--- src/rtl/khq_pkg.sv ---
package khq_pkg;

  localparam int KEY_W   = 32;
  localparam int ARITY_W = 4;
  localparam int SLOT_W  = 4;
  localparam int STAT_W  = 2;

  typedef logic signed [KEY_W-1:0] key_t;

  localparam logic [ARITY_W-1:0] ARITY_RESET = 4'd2;

  // register index on the config port (paddr[2])
  localparam logic IDX_ARITY = 1'b0;

  localparam logic MODE_INSERT  = 1'b0;
  localparam logic MODE_EXTRACT = 1'b1;

  localparam logic [STAT_W-1:0] STATUS_OK    = 2'd0;
  localparam logic [STAT_W-1:0] STATUS_EMPTY = 2'd1;
  localparam logic [STAT_W-1:0] STATUS_FULL  = 2'd2;

  // running minimum handed from cell to cell
  typedef struct packed {
    logic              valid;
    logic              found;
    logic [SLOT_W-1:0] slot;
    key_t              key;
  } token_t;

endpackage

--- src/rtl/khq_cell.sv ---
module khq_cell #(
  parameter int SLOT = 0
) (
  input  logic            clk,
  input  logic            rst,
  input  khq_pkg::token_t left,
  input  khq_pkg::key_t   rd_key,
  input  logic            rd_ok,
  output khq_pkg::token_t right
);

  logic take;

  // child SLOT arrives from memory in the same cycle as the token reaches this cell
  assign take = left.valid && rd_ok && (rd_key < left.key);

  always_ff @(posedge clk) begin
    if (rst) begin
      right.valid <= 1'b0;
    end else begin
      right.valid <= left.valid;
    end
    if (take) begin
      right.found <= 1'b1;
      right.slot  <= khq_pkg::SLOT_W'(SLOT);
      right.key   <= rd_key;
    end else begin
      right.found <= left.found;
      right.slot  <= left.slot;
      right.key   <= left.key;
    end
  end

endmodule

--- config.mk ---
export PLATFORM = sky130hd
export DESIGN_NAME = khq_cell
export DESIGN_NICKNAME = d
export VERILOG_FILES = /design/src/rtl/khq_pkg.sv /design/src/rtl/khq_cell.sv
export SDC_FILE = /design/constraint.sdc
export NUM_CORES = 1
export LEC_CHECK = 0
export BUFFER_PORTS_ARGS = -buffer_cell sky130_fd_sc_hd__buf_2
export CAP_MARGIN = 20
export CORE_MARGIN = 10
export CORE_UTILIZATION = 51
export DETAILED_ROUTE_END_ITERATION = 6
export PLACE_DENSITY = 0.79
export SYNTH_ARGS = -nofsm -noshare
export SYNTH_HDL_FRONTEND = slang
export SYNTH_SLANG_ARGS = --single-unit
--- constraint.sdc ---
create_clock -name clk -period 2.2 [get_ports clk]
set_input_delay 0.11 -clock clk [delete_from_list [all_inputs] [get_ports clk]]
set_output_delay 0.11 -clock clk [all_outputs]
set_load 0.03 [all_outputs]
==> results of run 1 <==
==> per-stage QoR <==
stage	setup TNS, ns	setup WS (ns)	utilization
2_1_floorplan	0	0.347	-
6_report	0	0.235	0.643
5_1_grt	0	0.173	0.643
3_3_place_gp	0	0.0428	0.626
4_1_cts	0	0.276	0.643
3_5_place_dp	-0.341	-0.0395	0.626
==> repair_timing <==
action	in CTS	in global routing
hold buffers	1	0
setup buffers	0	0
endpoints found under the hold margin	1	0
==> kinds of logic after synthesis <==
family          Yosys count  share of synthesized area
buf+inv                  90                      0.114
flops                    38                      0.207
compound gates          161                      0.340
fa+ha+maj                31                      0.105
simple gates            185                      0.234
==> area by class of cell <==
cell class	instances	area, µm²
sequential	38	761
clock buffer	5	68.8
tap	96	120
timing repair buffer	135	791
clock inverter	3	40.0
inverter	36	135
multi-input combinational	377	2530
fill	657	2460
==> critical path, cell delays in order <==
cell and delay (ns):
buf_2 0.11, inv_1 0.06, ha_1 0.30, a211o_1 0.12, a31oi_1 0.05, o311a_1 0.35
o41ai_4 0.52, buf_12 0.27, a211o_1 0.15, nand3_1 0.08
==> worst min path at each step <==
| stage | from | end | depth (start not counted) | slack, ns |
|---|---|---|---|---|
| after floorplan | rst | right[37] | 1 | 0.18 |
| after global placement | rst | right[37] | 2 | 0.27 |
| after detailed placement | rst | right[37] | 2 | 0.28 |
| after CTS | left[36] | right[36] | 3 | 0.02 |
| after global routing | left[32] | right[32] | 2 | 0.03 |
| final | left[36] | right[36] | 3 | 0.02 |
==> power groups by stage <==
stage          Combinational, mW  Clock [mW]  Sequential [mW]
6_report                    1.14       0.621            0.805
3_3_place_gp                1.10           0            0.817
4_1_cts                     1.13       0.628            0.804
3_5_place_dp                1.12           0            0.819
2_1_floorplan              0.577           0             1.01
5_1_grt                     1.24       0.657            0.812
==> layer usage <==
metal  part of all wire  wire length (µm)
met1               0.40              4910
met2               0.48              5870
met4              0.019               236
met3               0.10              1250
met5                  0                 0
==> cell usage in the layout, fill, tap and decap left out, types with 2 or more instances in the layout <==
cell        n
a211o_1    33
a21oi_1    14
a22oi_1    32
a31oi_1    33
a32oi_1    32
and2_1      2
buf_12      4
buf_2     110
buf_4      20
clkbuf_8    5
clkinv_2    2
dfxtp_1    38
ha_1       30
inv_1      35
nand2_1    39
nand3_1    98
nand4_1     5
nor2_1     34
o211a_1     4
o21ai_0     3
o21ai_1     2
==> results.ini, run 1 <==
[sta]
timing.fmax_mhz=509
finalMaxSlewViolations=0
hold_ws_ns=0.0227
hold_violations=0
period_share=0.893
setup_viol=0
fin_crit_ns=1.97
rsz0062_at_grt=no
max_slew_margin=0.658
tightest_slew_ns=0.511

[grt]
grt_pass1_wl_um=20100
antenna_found_initial=0
grt_max_degree=97
globalRouteMet2Util=0.343
gr-usage-met1=0.253
grt_pass1_vias=4296
globalRouteTotalUtil=0.208
top_usage_layer=met2
use_met3=0.0571
overflow=0

[route]
via_per_inst=6.51
vias=4492
drcViolationCount=1
drt_pre_antenna_iters=7
wirelength_um=12300
drtAntennaViolNets=0
first_iter_violations=417
wire_per_inst_um=17.8

[critical_path]
crit_arrival_ns=2.14
cp.required_ns=2.38
start_kind=primary input
crit_type=primary input to flip-flop
worstPathMaxFanout=40
crit_path_start=left[2]
crit_path_end=right[17]
cp-end-kind=flip-flop

[yosys]
synth_commonest_cells=nand3_1, nand2_1, dfxtp_1, inv_1, nor2_1
syn_inst=505
synth_edf_count=0
synth_area_um2=3680
syn-num-nets=609
ys_types=35
yosys_warnings=0
postSynth.asyncResetShare=0
netlist.area_leader.share=0.207
synth_seq_cells=38
avgSynthCellArea_um2=7.29
netlist_top_cells_area=dfxtp_1, nand3_1, ha_1
yosysMostFrequentCell=nand3_1
ys.flop_type=dfxtp_1
yosysTopAreaCell=dfxtp_1
synth-seq-area-share=0.207

[finish]
largest_register_ff_count=38
fin_nets=697
syn_to_final_growth_pct=20.7
insertedDiodeCount=0
layout-drive-gt1-share=0.256
final_area_um2=4440
regMostFlops=right
reg.largest.list=right x38
finalNonFillerCells=690

[run_status]
status=complete, but fails checks
violations=DRC

[cts]
clock_tree.buffer_depth=2
clk_pin_slew_ns=0.08
cts_resized=0
root_buffer=clkbuf_8
clock-sinks=38
htreeDepth=2
cts_buffers=5
tritoncts=built

[pwr]
power_leakage_nw=2.04
power_switching_mw=1.06
power.density_nw_per_um2=578
p_clk_frac=0.242
p_int_mw=1.50
power_frac_seq=0.314
p_total_mw=2.57
p_comb_frac=0.445
vdd_drop_max_uv=279
p_sw_frac=0.415

[floorplanning]
die_h_um=105
die_area_um2=11000
ioPinCount=111
num_rows=30
die_x_um=105
initial_core_util=0.533
core_area_um2=6910

[placement]
post-dp-hpwl_um=8380
dpl_cell_area_um2=4320
port_buffers=110
gp_congestion=0.847
post-place-cells=681

[hold_path]
timing.hold.worst.class=primary input to flip-flop

[run]
drv_cap=0

(Power assumes the default switching activity.)
==> run 2, diff against run 1 <==
--- a/config.mk
+++ b/config.mk
@@ -10,7 +10,9 @@
 export CORE_MARGIN = 10
 export CORE_UTILIZATION = 51
 export DETAILED_ROUTE_END_ITERATION = 6
+export MAX_ROUTING_LAYER = met4
 export PLACE_DENSITY = 0.79
+export SLEW_MARGIN = 20
 export SYNTH_ARGS = -nofsm -noshare
 export SYNTH_HDL_FRONTEND = slang
 export SYNTH_SLANG_ARGS = --single-unit
==> run 2 against run 1 <==
Effect of this change:
- the flow now finishes without violations
- via count grew 0.47%
- hold slack barely moved
- critical path type unchanged
- sequential power is essentially flat
- total power about the same
- routed wire length decreased by 0.41%
- flip-flop and latch count is the same
- maximum frequency increased by 0.56%
- first-iteration DRC count shrank 5.8%
- sequential share of layout area did not move
- cell area is the same
- clock-buffer cell count stayed put
- highest routed layer unchanged
==> results.ini, run 2 (synthesis gave the netlist of run 1 again) <==
[sta]
setup_viol=0  ; unchanged
hold_ws_ns=0.0224  ; was 0.0227 ns
period_share=0.888  ; was 0.893
fin_crit_ns=1.95  ; was 1.97 ns
finalMaxSlewViolations=0  ; unchanged
tightest_slew_ns=0.484  ; was 0.511 ns
setup_ws_ns=0.246  ; was 0.235 ns
rsz0062_at_grt=no  ; unchanged
hold_violations=0  ; unchanged
max_slew_margin=0.677  ; was 0.658
timing.fmax_mhz=512  ; was 509 MHz

[route]
vias=4513  ; was 4492
wire_per_inst_um=17.7  ; was 17.8 µm
wirelength_um=12200  ; was 12300 µm
first_iter_violations=393  ; was 417
drtAntennaViolNets=0  ; unchanged
drcViolationCount=0  ; was 1
drt_pre_antenna_iters=5  ; was 7
via_per_inst=6.54  ; was 6.51

[hold_path]
timing.hold.worst.class=primary input to flip-flop  ; unchanged
hold_start=left[36]  ; unchanged
worstHoldEndpoint=right[36]  ; unchanged
worst_hold_path.num_cells=3  ; unchanged

[grt]
grt_pass1_vias=4297  ; was 4296
globalRouteTotalUtil=0.214  ; was 0.208
overflow=0  ; unchanged
antenna_found_initial=0  ; unchanged
grt_pass1_wl_um=20000  ; was 20100 µm
grt_max_degree=97  ; unchanged

[finish]
regMostFlops=right  ; unchanged
reg.largest.list=right x38  ; unchanged
layout-drive-gt1-share=0.256  ; unchanged
most-common-layout-cells=buf_2, nand3_1, nand2_1, dfxtp_1, inv_1  ; unchanged
final_common_cell=buf_2  ; unchanged
syn_to_final_growth_pct=20.7  ; unchanged
insertedDiodeCount=0  ; unchanged
largest_register_ff_count=38  ; unchanged
utilization=0.643  ; unchanged
fin_nets=697  ; unchanged

[floorplanning]
die_x_um=105  ; unchanged
num_rows=30  ; unchanged
die_h_um=105  ; unchanged
core_area_um2=6910  ; unchanged
ioPinCount=111  ; unchanged
initial_core_util=0.533  ; unchanged
die_area_um2=11000  ; unchanged

[cts]
root_buffer=clkbuf_8  ; unchanged
cts_resized=0  ; unchanged
clk_pin_slew_ns=0.08  ; about the same
htreeDepth=2  ; unchanged
clock-sinks=38  ; unchanged
tritoncts=built  ; unchanged
clock_tree.buffer_depth=2  ; unchanged
cts.hold.buffers_added=1  ; unchanged
postCtsSetupRepairBufs=0  ; unchanged
cts_buffers=5  ; unchanged

[critical_path]
cp.required_ns=2.38  ; about the same
cp-end-kind=flip-flop  ; unchanged
crit_type=primary input to flip-flop  ; unchanged
crit_arrival_ns=2.13  ; was 2.14 ns
start_kind=primary input  ; unchanged
worstPathMaxFanout=40  ; unchanged

[placement]
post-dp-hpwl_um=8380  ; unchanged
port_buffers=110  ; unchanged
gp_congestion=0.860  ; was 0.847
dp_slack_ns=-0.0395  ; unchanged

[pwr]
vdd_drop_max_uv=279  ; about the same
power.density_nw_per_um2=578  ; about the same
power_leakage_nw=2.04  ; unchanged

[run]
drv_cap=0  ; unchanged

[run_status]
status=completed  ; was complete, but fails checks

==> run 2: cell counts in the layout (fill, tap and decap cells not counted) <==
No cell type changed its count.
==> run 2: report_power, final <==
part / total (mW) / internal (mW) / switching (mW) / leakage [nW]
Sequential: 0.805 / 0.781 / 0.0242 / 0.320
Combinational: 1.14 / 0.387 / 0.754 / 1.66
Clock: 0.621 / 0.334 / 0.287 / 0.0579
Total: 2.57 / 1.50 / 1.06 / 2.04
==> run 2: layer usage <==
| layer | part of all wire | GRT usage | wire [µm] | up-vias |
|---|---|---|---|---|
| li1 | - | - | - | 2090 |
| met1 | 0.41 | 0.260 | 5050 | 2107 |
| met2 | 0.48 | 0.343 | 5840 | 283 |
| met3 | 0.088 | 0.0467 | 1070 | 33 |
| met4 | 0.021 | 0.0696 | 259 | 0 |
| met5 | 0 | - | 0 | - |
==> run 2: worst max path at each step <==
stage	from	endpoint	cells past startpoint
3_5_place_dp	left[2]	right[31]	10
2_1_floorplan	left[7]	right[13]	9
3_3_place_gp	left[7]	right[17]	9
5_1_grt	left[5]	right[20]	9
6_report	left[2]	right[17]	10
4_1_cts	left[2]	right[31]	10
==> run 2: area by class of cell <==
cell class	instances	area, µm²
tap	96	120
sequential	38	761
clock buffer	5	68.8
inverter	36	135
multi-input combinational	377	2530
timing repair buffer	135	791
fill	657	2460
clock inverter	3	40.0
==> run 2: stage by stage <==
stage / power (mW) / cells / setup TNS [ns] / area (µm²)
floorplan: 1.59 / 505 / 0 / 3680
global placement: 1.92 / 681 / 0 / 4320
detailed placement: 1.94 / 681 / -0.341 / 4320
CTS: 2.56 / 690 / 0 / 4440
global route: 2.71 / 690 / 0 / 4440
finish: 2.57 / 690 / 0 / 4440
==> run 2: critical path: stages <==
cell and delay, ns:
buf_2 0.11, inv_1 0.06, ha_1 0.30, a211o_1 0.12
a31oi_1 0.05, o311a_1 0.35, o41ai_4 0.50, buf_12 0.27
a211o_1 0.15, nand3_1 0.08
==> run 3, diff against run 2 <==
==> constraint.sdc (replaced) <==
create_clock -name clk -period 1.9 [get_ports clk]
set_input_delay 0.095 -clock clk [delete_from_list [all_inputs] [get_ports clk]]
set_output_delay 0.095 -clock clk [all_outputs]
set_load 0.03 [all_outputs]
==> run 3 against run 2 <==
Effect of this change:
- first-iteration DRC count increased by 28%
- hold slack got worse by 0.0067 ns
- flip-flop and latch count unchanged
- critical path depth unchanged
- critical path type unchanged
- critical endpoint is now right[14]
==> results.ini, run 3 (synthesis gave the netlist of run 1 again) <==
[sta]
timing.fmax_mhz=554
tightest_slew_ns=0.518  ; was 0.484 ns
hold_ws_ns=0.0157  ; was 0.0224 ns
period_share=0.949
rsz0062_at_grt=yes  ; was no
finalMaxSlewViolations=0  ; unchanged
fin_crit_ns=1.80
hold_violations=0  ; unchanged
setup_tns_ns=0  ; unchanged
max_slew_margin=0.654  ; was 0.677
setup_viol=0  ; unchanged

[pwr]
vdd_drop_max_uv=337  ; was 279 µV
power.density_nw_per_um2=627  ; was 578 nW/µm²
power_leakage_nw=2.31  ; was 2.04 nW

[finish]
reg.largest.list=right x38  ; unchanged
num-fill-cells=605  ; was 657
most-common-layout-cells=buf_2, nand3_1, buf_4, nand2_1, dfxtp_1  ; was buf_2, nand3_1, nand2_1, dfxtp_1, inv_1
layout-drive-gt1-share=0.322  ; was 0.256
syn_to_final_growth_pct=33.5  ; was 20.7%
insertedDiodeCount=0  ; unchanged
fin_nets=755  ; was 697
regMostFlops=right  ; unchanged
finalNonFillerCells=748  ; was 690
utilization=0.712  ; was 0.643
final_common_cell=buf_2  ; unchanged
largest_register_ff_count=38  ; unchanged

[grt]
antenna_found_initial=0  ; unchanged
grt_pass1_wl_um=21200  ; was 20000 µm
grt_max_degree=97  ; unchanged
globalRouteTotalUtil=0.225  ; was 0.214
grt_pass1_vias=4580  ; was 4297
overflow=0  ; unchanged

[route]
wirelength_um=12800  ; was 12200 µm
drt_pre_antenna_iters=5  ; unchanged
first_iter_violations=504  ; was 393
drcViolationCount=0  ; unchanged
drtAntennaViolNets=0  ; unchanged
vias=4737  ; was 4513
via_per_inst=6.33  ; was 6.54
wire_per_inst_um=17.1  ; was 17.7 µm

[floorplanning]
die_area_um2=11000  ; unchanged
ioPinCount=111  ; unchanged
num_rows=30  ; unchanged
core_area_um2=6910  ; unchanged
die_h_um=105  ; unchanged
die_x_um=105  ; unchanged
initial_core_util=0.533  ; unchanged

[critical_path]
crit_type=primary input to flip-flop  ; unchanged
start_kind=primary input  ; unchanged
cp.required_ns=2.08  ; was 2.38 ns
worstPathMaxFanout=39  ; was 40
cp-end-kind=flip-flop  ; unchanged
crit_arrival_ns=1.98  ; was 2.13 ns

[cts]
postCtsSetupRepairBufs=0  ; unchanged
htreeDepth=2  ; unchanged
tritoncts=built  ; unchanged
root_buffer=clkbuf_8  ; unchanged
clock-sinks=38  ; unchanged
clock_tree.buffer_depth=2  ; unchanged
cts_buffers=5  ; unchanged
clk_pin_slew_ns=0.08  ; about the same

[placement]
post-dp-hpwl_um=9090  ; was 8380 µm
post-place-cells=738  ; was 681
gp_congestion=0.857  ; was 0.860
port_buffers=110  ; unchanged

[hold_path]
timing.hold.worst.class=primary input to flip-flop  ; unchanged

[run_status]
status=completed  ; unchanged

[run]
drv_cap=0  ; unchanged

## run 3: path summary, 6_finish.rpt
check	from	to	cells after the start
worst max-delay path	left[2]	right[14]	10
worst min-delay path	left[35]	right[35]	2
## run 3: final cells by class
type,instances,area (µm²),share of cell area
inverter,36,135,0.0275
timing repair buffer,193,1240,0.253
clock buffer,5,68.8,0.0140
sequential,38,761,0.155
clock inverter,3,45.0,0.00916
tap,96,120,0.0244
multi-input combinational,377,2540,0.517
## run 3: what timing repair did
item                       in CTS  in global routing
setup endpoints to repair       0                 31
hold endpoints to repair        2                  0
hold buffers                    2                  0
gates resized for setup         0                  2
## run 3: worst max-delay path, cell delays in order
cell and delay, ns:
buf_2 0.09, inv_1 0.05, ha_1 0.29, a211o_1 0.12, a31oi_1 0.05, o311a_1 0.34, o41ai_4 0.44, buf_12 0.27
a211o_1 0.15, nand3_1 0.08
## run 3: stage by stage
step	total power [mW]	cell area (µm²)	setup slack [ns]
floorplan	1.84	3680	0.0615
global placement	2.31	4760	-0.233
detailed placement	2.34	4760	-0.292
CTS	3.08	4900	0.0309
global route	3.25	4910	-0.00298
finish	3.08	4910	0.0960
## run 3: routing by layer
metal / part of all wire / global-route usage / vias to the layer above
li1: - / - / 2205
met5: 0 / - / -
met4: 0.018 / 0.0716 / 0
met2: 0.49 / 0.378 / 292
met3: 0.089 / 0.0369 / 27
met1: 0.40 / 0.269 / 2213
## run 3: report_power, final
part	internal, mW	total (mW)	switching, mW
Clock	0.391	0.729	0.338
Combinational	0.524	1.42	0.895
Sequential	0.904	0.931	0.0277
